[src/ssrb_pkg.sv]
// ----------------------------------------------------------------------------
// ssrb_pkg
// Shared types and constants of the sensor sample reassembly buffer: ring
// geometry, field widths, channel payloads, register indexes, controller
// states and the command/status bundles between controller and datapath.
// ----------------------------------------------------------------------------
package ssrb_pkg;

   // ring geometry (depth must be a power of two)
   localparam int RING_DEPTH = 256;
   localparam int RING_AW    = $clog2(RING_DEPTH);
   localparam int ID_WIDTH   = 16;
   localparam int AXIS_WIDTH = 16;
   localparam int NUM_PARTS  = 4;
   localparam int PART_WIDTH = 3 * AXIS_WIDTH;
   localparam int AXES_WIDTH = NUM_PARTS * PART_WIDTH;
   localparam int NACK_CAP   = 63;
   localparam int NACK_CW    = $clog2(NACK_CAP + 1);
   // wide enough for ring length, window size, reach and ready count
   localparam int CMP_W      = ((RING_AW + 1) > 9) ? (RING_AW + 1) : 9;

   localparam int CSR_AW = 2;
   localparam int CSR_DW = 16;

   localparam logic [3:0] ALL_PARTS = 4'hF;

   typedef enum logic [CSR_AW-1:0] {
      CSR_WINDOW_SIZE  = 2'd0,
      CSR_TIMEOUT      = 2'd1,
      CSR_RESEND_REACH = 2'd2
   } csr_index_type;

   localparam logic OP_PART = 1'b0;
   localparam logic OP_TICK = 1'b1;

   localparam logic RK_NACK   = 1'b0;
   localparam logic RK_STATUS = 1'b1;

   typedef struct packed {
      logic                         opcode;
      logic [1:0]                   part_kind;
      logic                         is_resend;
      logic [ID_WIDTH-1:0]          sample_id;
      logic signed [AXIS_WIDTH-1:0] axis_x;
      logic signed [AXIS_WIDTH-1:0] axis_y;
      logic signed [AXIS_WIDTH-1:0] axis_z;
   } ssrb_req_type;

   typedef struct packed {
      logic                result_kind;
      logic [ID_WIDTH-1:0] nack_id;
      logic [3:0]          missing_mask;
      logic                window_ready;
      logic                link_lost;
      logic                sensor1_lost;
      logic                sensor2_lost;
      logic [31:0]         recovered_count;
      logic [31:0]         dropped_count;
      logic                nack_overflow;
      logic                last;
   } ssrb_rsp_type;

   typedef enum logic [4:0] {
      ST_IDLE,
      ST_PKT,
      ST_WIN,
      ST_DROP_RD,
      ST_DROP_DO,
      ST_FIND_RD,
      ST_FIND_DO,
      ST_GAP_RD,
      ST_GAP_INIT,
      ST_GAP_CHK,
      ST_ALLOC_CHK,
      ST_ALLOC_WR,
      ST_GAP_EMIT,
      ST_SCAN_CHK,
      ST_SCAN_RD,
      ST_SCAN_EMIT,
      ST_PART_RD,
      ST_PART_WR,
      ST_FLUSH_CHK,
      ST_FINAL,
      ST_STATUS
   } ssrb_state_type;

   typedef enum logic [1:0] {
      RD_HEAD,
      RD_LAST,
      RD_IDX,
      RD_SCAN
   } ssrb_rdsel_type;

   typedef enum logic [1:0] {
      RET_WIN,
      RET_ALLOC,
      RET_FLUSH,
      RET_FINAL
   } ssrb_ret_type;

   typedef struct packed {
      logic           accept;
      logic           pkt_start;
      logic           win_dec;
      logic           clr_ready;
      logic           drop_do;
      logic           find_do;
      logic           gap_init;
      logic           g_inc;
      logic           alloc_full;
      logic           alloc_wr;
      logic           alloc_own;
      logic           scan_init;
      logic           scan_inc;
      logic           part_wr;
      logic           final_chk;
      logic           emit_gap;
      logic           emit_scan;
      logic           set_over;
      logic           emit_status;
      ssrb_rdsel_type rd_sel;
   } ssrb_cmd_type;

   typedef struct packed {
      logic ready;
      logic win_zero;
      logic found;
      logic resend;
      logic ring_empty;
      logic ring_full;
      logic g_match;
      logic scan_more;
      logic scan_need;
      logic nack_cap;
      logic out_free;
      logic sensor_bad;
      logic at_idx;
   } ssrb_stat_type;

endpackage

[src/ssrb_ctrl.sv]
// ----------------------------------------------------------------------------
// ssrb_ctrl
// Sequencer of the reassembly buffer: walks one transaction through timeout,
// window discard, slot lookup, gap filling, re-NACK scan, part write and
// flush, issuing one datapath command set per cycle.
// ----------------------------------------------------------------------------
module ssrb_ctrl
   import ssrb_pkg::*;
(
   input  logic          clock,
   input  logic          reset,
   input  logic          req_valid,
   input  logic          req_opcode,
   output logic          req_stall,
   input  ssrb_stat_type stat,
   output ssrb_cmd_type  cmd
);

   ssrb_state_type state_ff, state_in;
   ssrb_ret_type   ret_ff, ret_in;
   logic           own_ff, own_in;

   always_ff @(posedge clock) begin
      if (reset) begin
         state_ff <= ST_IDLE;
         ret_ff   <= RET_WIN;
         own_ff   <= 1'b0;
      end else begin
         state_ff <= state_in;
         ret_ff   <= ret_in;
         own_ff   <= own_in;
      end
   end

   // next state
   always_comb begin
      state_in = state_ff;
      ret_in   = ret_ff;
      own_in   = own_ff;
      unique case (state_ff)
         ST_IDLE: begin
            if (req_valid) begin
               state_in = (req_opcode == OP_TICK) ? ST_STATUS : ST_PKT;
            end
         end
         ST_PKT:  state_in = ST_WIN;
         ST_WIN: begin
            if (!stat.ready || stat.win_zero) begin
               state_in = ST_FIND_RD;
            end else begin
               ret_in   = RET_WIN;
               state_in = ST_DROP_RD;
            end
         end
         ST_DROP_RD: state_in = ST_DROP_DO;
         ST_DROP_DO: begin
            unique case (ret_ff)
               RET_WIN:   state_in = ST_WIN;
               RET_ALLOC: state_in = ST_ALLOC_WR;
               RET_FLUSH: state_in = ST_FLUSH_CHK;
               RET_FINAL: state_in = ST_FINAL;
               default:   state_in = ST_FINAL;
            endcase
         end
         ST_FIND_RD: state_in = ST_FIND_DO;
         ST_FIND_DO: begin
            priority if (stat.found) begin
               state_in = ST_PART_RD;
            end else if (stat.resend) begin
               state_in = ST_STATUS;
            end else if (stat.ring_empty) begin
               own_in   = 1'b1;
               state_in = ST_ALLOC_CHK;
            end else begin
               state_in = ST_GAP_RD;
            end
         end
         ST_GAP_RD:   state_in = ST_GAP_INIT;
         ST_GAP_INIT: state_in = ST_GAP_CHK;
         ST_GAP_CHK: begin
            own_in   = stat.g_match;
            state_in = ST_ALLOC_CHK;
         end
         ST_ALLOC_CHK: begin
            if (stat.ring_full) begin
               ret_in   = RET_ALLOC;
               state_in = ST_DROP_RD;
            end else begin
               state_in = ST_ALLOC_WR;
            end
         end
         ST_ALLOC_WR: state_in = own_ff ? ST_SCAN_CHK : ST_GAP_EMIT;
         ST_GAP_EMIT: begin
            if (stat.nack_cap || stat.out_free) begin
               state_in = ST_GAP_CHK;
            end
         end
         ST_SCAN_CHK: state_in = stat.scan_more ? ST_SCAN_RD : ST_PART_RD;
         ST_SCAN_RD:  state_in = ST_SCAN_EMIT;
         ST_SCAN_EMIT: begin
            if (!stat.scan_need || stat.nack_cap || stat.out_free) begin
               state_in = ST_SCAN_CHK;
            end
         end
         ST_PART_RD: state_in = ST_PART_WR;
         ST_PART_WR: state_in = stat.sensor_bad ? ST_FLUSH_CHK : ST_FINAL;
         ST_FLUSH_CHK: begin
            ret_in   = stat.at_idx ? RET_FINAL : RET_FLUSH;
            state_in = ST_DROP_RD;
         end
         ST_FINAL: state_in = ST_STATUS;
         ST_STATUS: begin
            if (stat.out_free) begin
               state_in = ST_IDLE;
            end
         end
         default: state_in = ST_IDLE;
      endcase
   end

   // outputs
   always_comb begin
      cmd        = '0;
      cmd.rd_sel = RD_HEAD;
      cmd.alloc_own = own_ff;
      req_stall  = (state_ff != ST_IDLE);
      unique case (state_ff)
         ST_IDLE:  cmd.accept = req_valid;
         ST_PKT:   cmd.pkt_start = 1'b1;
         ST_WIN: begin
            if (stat.ready) begin
               if (stat.win_zero) begin
                  cmd.clr_ready = 1'b1;
               end else begin
                  cmd.win_dec = 1'b1;
               end
            end
         end
         ST_DROP_RD: cmd.rd_sel = RD_HEAD;
         ST_DROP_DO: cmd.drop_do = 1'b1;
         ST_FIND_RD: cmd.rd_sel = RD_LAST;
         ST_FIND_DO: cmd.find_do = 1'b1;
         ST_GAP_RD:  cmd.rd_sel = RD_HEAD;
         ST_GAP_INIT: cmd.gap_init = 1'b1;
         ST_GAP_CHK: begin
         end
         ST_ALLOC_CHK: cmd.alloc_full = stat.ring_full;
         ST_ALLOC_WR: begin
            cmd.alloc_wr  = 1'b1;
            cmd.scan_init = own_ff;
         end
         ST_GAP_EMIT: begin
            if (stat.nack_cap) begin
               cmd.set_over = 1'b1;
               cmd.g_inc    = 1'b1;
            end else if (stat.out_free) begin
               cmd.emit_gap = 1'b1;
               cmd.g_inc    = 1'b1;
            end
         end
         ST_SCAN_CHK: begin
         end
         ST_SCAN_RD: cmd.rd_sel = RD_SCAN;
         ST_SCAN_EMIT: begin
            cmd.rd_sel = RD_SCAN;
            if (!stat.scan_need) begin
               cmd.scan_inc = 1'b1;
            end else if (stat.nack_cap) begin
               cmd.set_over = 1'b1;
               cmd.scan_inc = 1'b1;
            end else if (stat.out_free) begin
               cmd.emit_scan = 1'b1;
               cmd.scan_inc  = 1'b1;
            end
         end
         ST_PART_RD: cmd.rd_sel = RD_IDX;
         ST_PART_WR: begin
            cmd.rd_sel  = RD_IDX;
            cmd.part_wr = 1'b1;
         end
         ST_FLUSH_CHK: begin
         end
         ST_FINAL:  cmd.final_chk = 1'b1;
         ST_STATUS: cmd.emit_status = stat.out_free;
         default: begin
         end
      endcase
   end

endmodule

[config.mk]
export PLATFORM = sky130hd
export DESIGN_NAME = ssrb_ctrl
export DESIGN_NICKNAME = d
export VERILOG_FILES = /design/src/ssrb_pkg.sv /design/src/ssrb_ctrl.sv
export SDC_FILE = /design/constraint.sdc
export NUM_CORES = 1
export LEC_CHECK = 0
export BUFFER_PORTS_ARGS = -buffer_cell sky130_fd_sc_hd__buf_2
export CAP_MARGIN = 20
export CORE_UTILIZATION = 45
export CTS_BUF_LIST = sky130_fd_sc_hd__clkbuf_8
export CTS_CLUSTER_DIAMETER = 30
export CTS_CLUSTER_SIZE = 14
export DETAILED_ROUTE_END_ITERATION = 10
export GPL_TIMING_DRIVEN = 0
export PLACE_DENSITY_LB_ADDON = 0.2
export SETUP_SLACK_MARGIN = 0.1
export SYNTH_ARGS = -nofsm -noshare
export SYNTH_HDL_FRONTEND = slang
export SYNTH_SLANG_ARGS = --single-unit
[constraint.sdc]
create_clock -name clock -period 2.04 [get_ports clock]
set_input_delay 0.102 -clock clock [delete_from_list [all_inputs] [get_ports clock]]
set_output_delay 0.102 -clock clock [all_outputs]
set_load 0.01 [all_outputs]
After elaboration in Yosys (flattened, before gate mapping):

Cells that the tools add are included.
W data, S select, Z words.

* logic and storage cells: 101
* flip-flop bits (word level): 8
* bits of input ports: 17
* output and inout bits: 22

* eq/ne operators: 32
* reduce and logical (&&, ||, !) cells: 16
* muxes and demuxes: 50

Operator list (count)
* $pmux W5 S21: 1
* $eq A5 B4 Y1 const B: 8
* $mux W5: 8
* $mux W1: 28
* $eq A5 B5 Y1 const B: 5
* $eq A5 B3 Y1 const B: 4
* $pmux W5 S4: 1
* $ne A2 B2 Y1 const B: 9
* $pmux W2 S3: 2
* $eq A5 B2 Y1 const B: 2
* $mux W2: 5
* $mux W4: 2
* $reduce_and A4 Y1: 2
* $eq A5 B1 Y1 const B: 1
* $logic_not A5 Y1: 1
* $reduce_bool A5 Y1: 1
* $eq A2 B2 Y1 const B: 2
* $logic_or A1 B1 Y1: 4
* $pmux W1 S2: 2
* $reduce_or A2 Y1: 2
* $mux W3: 1
* $reduce_and A3 Y1: 1
* $reduce_bool A3 Y1: 1
* $eq A2 B1 Y1 const B: 1
* other kinds (3): 4

Longest topological paths before layout:

Gate-level depths: netlist of run 1.

* depth after elaboration: 5
* gate-level depth with buffers: 7
* gate-level depth less buffers: 5

Worst setup path after synthesis of run 1:

Ideal clock, no wire load.

* path type: reg-to-reg
* from: register state_ff[2]
* to: register state_ff[0]
* setup slack: 0.350 ns
* arrival time: 1.594 ns
* data required time: 1.944 ns
* period minus slack after synthesis: 1.690 ns
* stages on the path, launching flop included: 7
* setup time: 0.096 ns
* path buffers: 1
* cells stage by stage: dfxtp_1 or2_1 clkbuf_2 or3_1 a221oi_2 a2111oi_1 o41ai_2

* cells in the longest elaborated chain, start to end: 3
* elaborated cells between the ends (all ways): 27
* classes of those cells: eq/ne (24); mux (1); reduce/logical (2)

Ends and longest elaborated chain
* start, declared: line ssrb_ctrl.sv:19 `ssrb_state_type state_ff, state_in;`
* start signal, assigned: line ssrb_ctrl.sv:29 `state_ff <= state_in;`
* $eq A5 B4 Y1 (tied with other cells): line ssrb_ctrl.sv:40 `unique case (state_ff)`
* $ne A2 B2 Y1 (no source line)
* $reduce_and A4 Y1 (no source line)

Parallel ways exist; a longest one is shown, timed or not.
A chain may end at the register's enable or synchronous reset.

==> results of run 1 <==
-- synthesized netlist by cell type (all sizes together) (2+ instances only) --
master and number:
and3 2, nor4 3, nand3 10, and2 2, and4 2, o21ai 8, a31oi 3, inv 9
a2111oi 3, nor2 18, or3 3, nor3b 2, buf 5, dfxtp 8, nor2b 2, nand2 8
a211oi 2, a21oi 9, clkbuf 6, nor3 15, nand2b 4
-- power by group --
group | switching, W | internal (W) | total, W
Combinational | 0.000587 | 0.000350 | 0.000938
Sequential | 0.0000508 | 0.000195 | 0.000245
Clock | 0.0000774 | 0.000129 | 0.000207
Total | 0.000716 | 0.000674 | 0.00139
-- placed cells by master (no fill, tap or decap), types with 2 or more instances in the layout --
cell type and instances:
buf_2 42, clkbuf_8 3, a211oi_1 2, o21ai_0 7, nand2_1 8, clkbuf_2 3
nor4_1 2, inv_1 9, nor2b_1 2, a31oi_1 3, and3_1 2, and4_1 2
and2_1 2, nand3_1 10, a2111oi_0 2, nor2_1 17, or3_1 2, nor3_1 14
a21oi_1 9, dfxtp_1 7, nand2b_1 4
-- per-stage QoR --
stage | utilization (%) | hold slack [ns] | instances | worst slack, ns
2_1_floorplan | - | 0.171 | 143 | 0.350
3_3_place_gp | 59.1 | 0.379 | 208 | 0.0711
3_5_place_dp | 59.1 | 0.379 | 208 | 0.0803
4_1_cts | 61.7 | 0.141 | 211 | 0.104
5_1_grt | 63.1 | 0.157 | 210 | 0.0873
6_report | 63.1 | 0.137 | 210 | 0.163
-- layout make-up --
type	instances	area [sq um]	area share (%)
Inverter	9	33.8	2.76
Buffer	10	53.8	4.39
Tap cell	27	33.8	2.76
Multi-Input combinational cell	115	712	58.1
Clock buffer	3	41.3	3.37
Timing Repair Buffer	38	190	15.5
Sequential cell	8	161	13.2
-- sequential cells by signal, summed over array words and instances, names as in the netlist --
register,cells
own_ff,1
ret_ff,2
state_ff,5
-- worst register-to-register path, cell delays in order, from the launching register on --
cell and delay (ns):
dfxtp_1 0.35, or2_1 0.24, clkbuf_2 0.16, or3_1 0.37, a221oi_2 0.23, a2111oi_1 0.09, o41ai_2 0.31
-- how the worst min path moves through the flow --
stage               startpoint           to  slack (ns)  cells past startpoint
floorplan                reset  state_ff[1]        0.17                      1
global placement         reset  state_ff[1]        0.38                      2
detailed placement     stat[6]       own_ff        0.38                      3
CTS                    stat[6]       own_ff        0.14                      3
global route             reset  state_ff[3]        0.16                      2
finish                 stat[6]       own_ff        0.14                      3
-- routing by layer --
layer	track usage (%)	routed length, um	up-vias
met5	0	0	-
met4	16.0	94	0
met1	39.7	1340	601
li1	-	-	617
met2	53.4	1630	89
met3	7.69	326	14
-- kinds of logic (layout without fill, tap and decap cells) --
logic type	count (synthesis)	in the layout	share of synthesized area, %
multiplexers	2	2	2.30
flip-flops	8	8	17.3
AO/OA/AOI/OAI	39	39	30.4
buffers and inverters	20	60	9.08
AND/OR/NAND/NOR	74	74	40.9
==> impl_metrics.ini, run 1 <==
[detailed_routing]
via_count = 1321
wl_mm = 3.38
drc = 0
ant_nets = 0
drtIter0Drc = 93
routedWlPerCell_um = 16.1
dr.pass1.iters = 4
vias_per_cell = 6.29

[setup_path]
cp.arrival_ns = 1.78
path_class = flop to output pin
critPathMaxFanout = 10
crit_end = cmd[5]
cpMaxStageDelayCell = or3_4
cp_top_family = simple AND/OR/NAND/NOR gates
reg2reg_depth = 6
cp.depth = 5
setup.worst_path.start = state_ff[0]
end_kind = output pin
crit_buf_inv = 3
critical_path_required_ns = 1.94
cpMostUsedCell = buf_2
cp-start-kind = flop
slowest_delay_ns = 0.38
reg2reg_from = state_ff[2]
r2r_slack_ns = 0.19
crit_chain = buf_2, clkbuf_2, or3_4, nor4_1, buf_2
rr_endpoint = state_ff[0]

[sta]
final-max-slew-violation-count = 0
fmax_mhz = 533
min_period_ns = 1.88
min_period_over_period_pct = 92.0
fin_tns_setup_ns = 0
hold_violations = 0
relSlewSlack_pct = 65.4
setup_violations = 0
worstMarginPinSlew_ns = 0.519
rsz0062_at_grt = yes
fin_worst_skew_ns = 0.00502

[clock_network]
cts_max_level = 1
post_cts_buffers = 0
cts_sinks = 8
cts-buffers-inserted = 3
clk_pin_slew_ns = 0.05
cts_tree = built
insertion_delay_ns = 0.24
root_buffer = clkbuf_8
postCtsHoldBufs = 0
cts_resized = 3
clock_path_buffers = 2

[synth]
synth_cell_type_count = 45
synthCells = 143
avgSynthCellArea_sq_um = 6.46
syn-cell-area_sq_um = 923
yosys.area.top_type = dfxtp_1
synth_seq_cells = 8
ys.flop_type = dfxtp_1
seq_area_frac_synth_pct = 17.3
ys_warn_count = 0
synth-edff-count = 0
async_flop_share_pct = 0
synth_top_area_share_pct = 17.3
synthTopCellsByArea = dfxtp_1 17%, nor3_1 8.1%, nor2_1 7.3%, nand3_1 5.4%, a21oi_1 4.9%
syn-num-nets = 160

[worst_hold_path]
hold_class = input pin to flop

[floorplan]
start_util_pct = 47.6
boundaryPins = 39
dieArea_sq_um = 2240
core.rowCount = 16
core-area_sq_um = 1940
fp.dieW_um = 47.3
die_y_um = 47.3

[power_and_ir_drop]
p_total_w = 0.00139
ir_drop_mv = 0.901
power_density_nw_per_um2 = 1130
cellLeakagePower_nw = 0.574

[finish]
diodes = 0
area_delta_synth_final_pct = 32.8
fin_nets = 202
n_fill_cell = 185
drive_gt1_share_pct = 32.2
design_area_sq_um = 1230

[placed_design]
port_buffers = 38
hpwlAfterDp_mm = 2.51
placed_area_sq_um = 1150
place_congestion = 0.957

[flow_run]
cap_viol_max_count = 0

[grt]
grt_pass1_vias = 1183
grt-ovfl-total = 0
antenna_found_initial = 0
grtUsageTotal_pct = 32.6
grt_max_degree = 11
grt_pass1_wl_mm = 5.03

[outcome]
run_status = finished, final reports clean
Note: power is estimated with default switching activity, not from simulation.
==> inputs of run 2 (changes only) <==
--- a/config.mk
+++ b/config.mk
@@ -7,9 +7,10 @@
 export LEC_CHECK = 0
 export BUFFER_PORTS_ARGS = -buffer_cell sky130_fd_sc_hd__buf_2
 export CAP_MARGIN = 20
-export CORE_UTILIZATION = 45
+export CELL_PAD_IN_SITES_DETAIL_PLACEMENT = 0
+export CELL_PAD_IN_SITES_GLOBAL_PLACEMENT = 2
+export CORE_UTILIZATION = 22
 export CTS_BUF_LIST = sky130_fd_sc_hd__clkbuf_8
-export CTS_CLUSTER_DIAMETER = 30
 export CTS_CLUSTER_SIZE = 14
 export DETAILED_ROUTE_END_ITERATION = 10
 export GPL_TIMING_DRIVEN = 0
==> constraint.sdc (replaced) <==
create_clock -name clock -period 1.51 [get_ports clock]
set_input_delay 0.0755 -clock clock [delete_from_list [all_inputs] [get_ports clock]]
set_output_delay 0.0755 -clock clock [all_outputs]
set_load 0.01 [all_outputs]
==> run 2 against run 1 <==
  * The run now ends with setup timing left
  * Final area increased by 53%
  * Combinational power rose by 140%
  * Worst hold slack got worse by 0.0074 ns
  * Largest power group unchanged
  * Highest routed layer unchanged
==> impl_metrics.ini, run 2 (synthesis results as in run 1) <==
[power_and_ir_drop]
ir_drop_mv = 0.592
power_density_nw_per_um2 = 1500
cellLeakagePower_nw = 0.785
p_total_w = 0.00282

[worst_hold_path]
hold_class = input pin to flop
hold_path_depth = 3
whs_endpoint = ret_ff[0]
holdCritStartpoint = stat[0]

[placed_design]
port_buffers = 38
placed_area_sq_um = 1210
place_congestion = 0.900
hpwlAfterDp_mm = 2.96

[setup_path]
rr_endpoint = state_ff[0]
critical_path_required_ns = 1.65
path_class = flop to flop
cp-start-kind = flop
end_kind = flop
critPathMaxFanout = 9
reg2reg_depth = 6
cp.arrival_ns = 1.81
reg2reg_from = state_ff[1]
r2r_slack_ns = -0.16

[sta]
worstMarginPinSlew_ns = 0.460
fmax_mhz = 598
relSlewSlack_pct = 69.3
fin_worst_skew_ns = 0.0105
rsz0062_at_grt = yes
fin_tns_setup_ns = -1.24
min_period_over_period_pct = 111
worst_slack_ns = -0.163
final-max-slew-violation-count = 0
hold_violations = 0
min_period_ns = 1.67
setup_violations = 15

[clock_network]
cts_tree = built
postCtsHoldBufs = 0
insertion_delay_ns = 0.24
root_buffer = clkbuf_8
cts_sinks = 8
cts-buffers-inserted = 3
clock_path_buffers = 2
cts_max_level = 1
clk_pin_slew_ns = 0.05

[detailed_routing]
drtIter0Drc = 56
via_count = 1404
vias_per_cell = 5.51
drc = 0
ant_nets = 0
dr.pass1.iters = 4
routedWlPerCell_um = 17.0
wl_mm = 4.34

[grt]
grt_max_degree = 11
met2_usage_pct = 33.1
met1_usage_pct = 23.8
met3_usage_pct = 3.77
grt-ovfl-total = 0
grt_pass1_vias = 1259
grt_pass1_wl_mm = 6.31
globalRoute.busiestLayer = met2
antenna_found_initial = 0
grtUsageTotal_pct = 19.2

[finish]
diodes = 0
largest_register_ffs = 5
layout_commonest_cell = buf_2
area_delta_synth_final_pct = 103
top_register = state_ff
fin_nets = 224
n_fill_cell = 404
finish.utilization_pct = 46.5
reg_top3 = state_ff: 5 flops, ret_ff: 2 flops, own_ff: 1 flops
drive_gt1_share_pct = 62.4
design_area_sq_um = 1870
final_cell_mix = 37 x buf_2, 12 x buf_6, 12 x buf_4

[flow_run]
cap_viol_max_count = 0

[floorplan]
die_y_um = 66.8
fp.dieW_um = 66.8
core.rowCount = 23
dieArea_sq_um = 4460
boundaryPins = 39
core-area_sq_um = 4030
start_util_pct = 22.9

[outcome]
run_status = finished, violations left
violations = setup timing
-- run 2: cell count changes in the layout (fill, tap and decap cells not counted), moves of 4 or more --
cell / previous run / this run
nor3_1: 14 / 4
nor2_2: 1 / 5
buf_6: 0 / 12
nand2_1: 8 / 4
buf_4: 1 / 12
nor3_2: 1 / 9
buf_2: 42 / 37
nor2_1: 17 / 11
-- run 2: how the worst max path moves through the flow --
stage / from / to / slack, ns / cells after the start
CTS: state_ff[2] / state_ff[0] / -0.17 / 6
global route: state_ff[2] / state_ff[0] / -0.23 / 6
finish: state_ff[1] / state_ff[0] / -0.16 / 6
global placement: state_ff[3] / state_ff[0] / -0.35 / 6
floorplan: state_ff[2] / state_ff[0] / -0.17 / 6
detailed placement: state_ff[3] / state_ff[0] / -0.34 / 6
-- run 2: power breakdown --
group / switching (W) / internal [W] / total [W] / leakage, nW
Combinational: 0.00119 / 0.00103 / 0.00221 / 0.696
Sequential: 0.0000602 / 0.000274 / 0.000334 / 0.0674
Clock: 0.0000982 / 0.000174 / 0.000272 / 0.0216
Total: 0.00134 / 0.00147 / 0.00282 / 0.785
-- run 2: worst max-delay path: stages, from the launching register on --
cell       delay (ns)
dfxtp_1          0.30
clkbuf_8         0.17
nand2b_2         0.25
or3_4            0.36
a221oi_4         0.24
a2111oi_2        0.07
o41ai_2          0.19
-- run 2: layout make-up --
class	instances	area, sq um	area share [%]
plain buffers	11	160	8.55
clock buffers	3	41.3	2.20
inverters	9	41.3	2.20
multi-input cells	115	986	52.6
flip-flops and latches	8	171	9.15
well taps	50	62.6	3.34
repair buffers	59	410	21.9
-- run 2: per-stage QoR --
stage               instances  hold slack (ns)  worst slack [ns]
finish                    255            0.129            -0.163
detailed placement        231            0.375            -0.345
floorplan                 143            0.145            -0.174
global placement          231            0.357            -0.350
CTS                       248            0.130            -0.167
global route              255            0.134            -0.229
-- run 2: routing by layer --
metal | routed length (um) | up-vias
met2 | 2180 | 62
met4 | 53 | 0
met3 | 306 | 7
li1 | - | 660
met5 | 0 | -
met1 | 1790 | 675
-- run 2: timing repair --
| item | 4_1_cts | 5_1_grt |
|---|---|---|
| pin swaps | 27 | 18 |
| endpoints found under the setup margin | 28 | 29 |
| cloned | 0 | 1 |
| gates resized for setup | 77 | 27 |
| setup buffers | 14 | 6 |
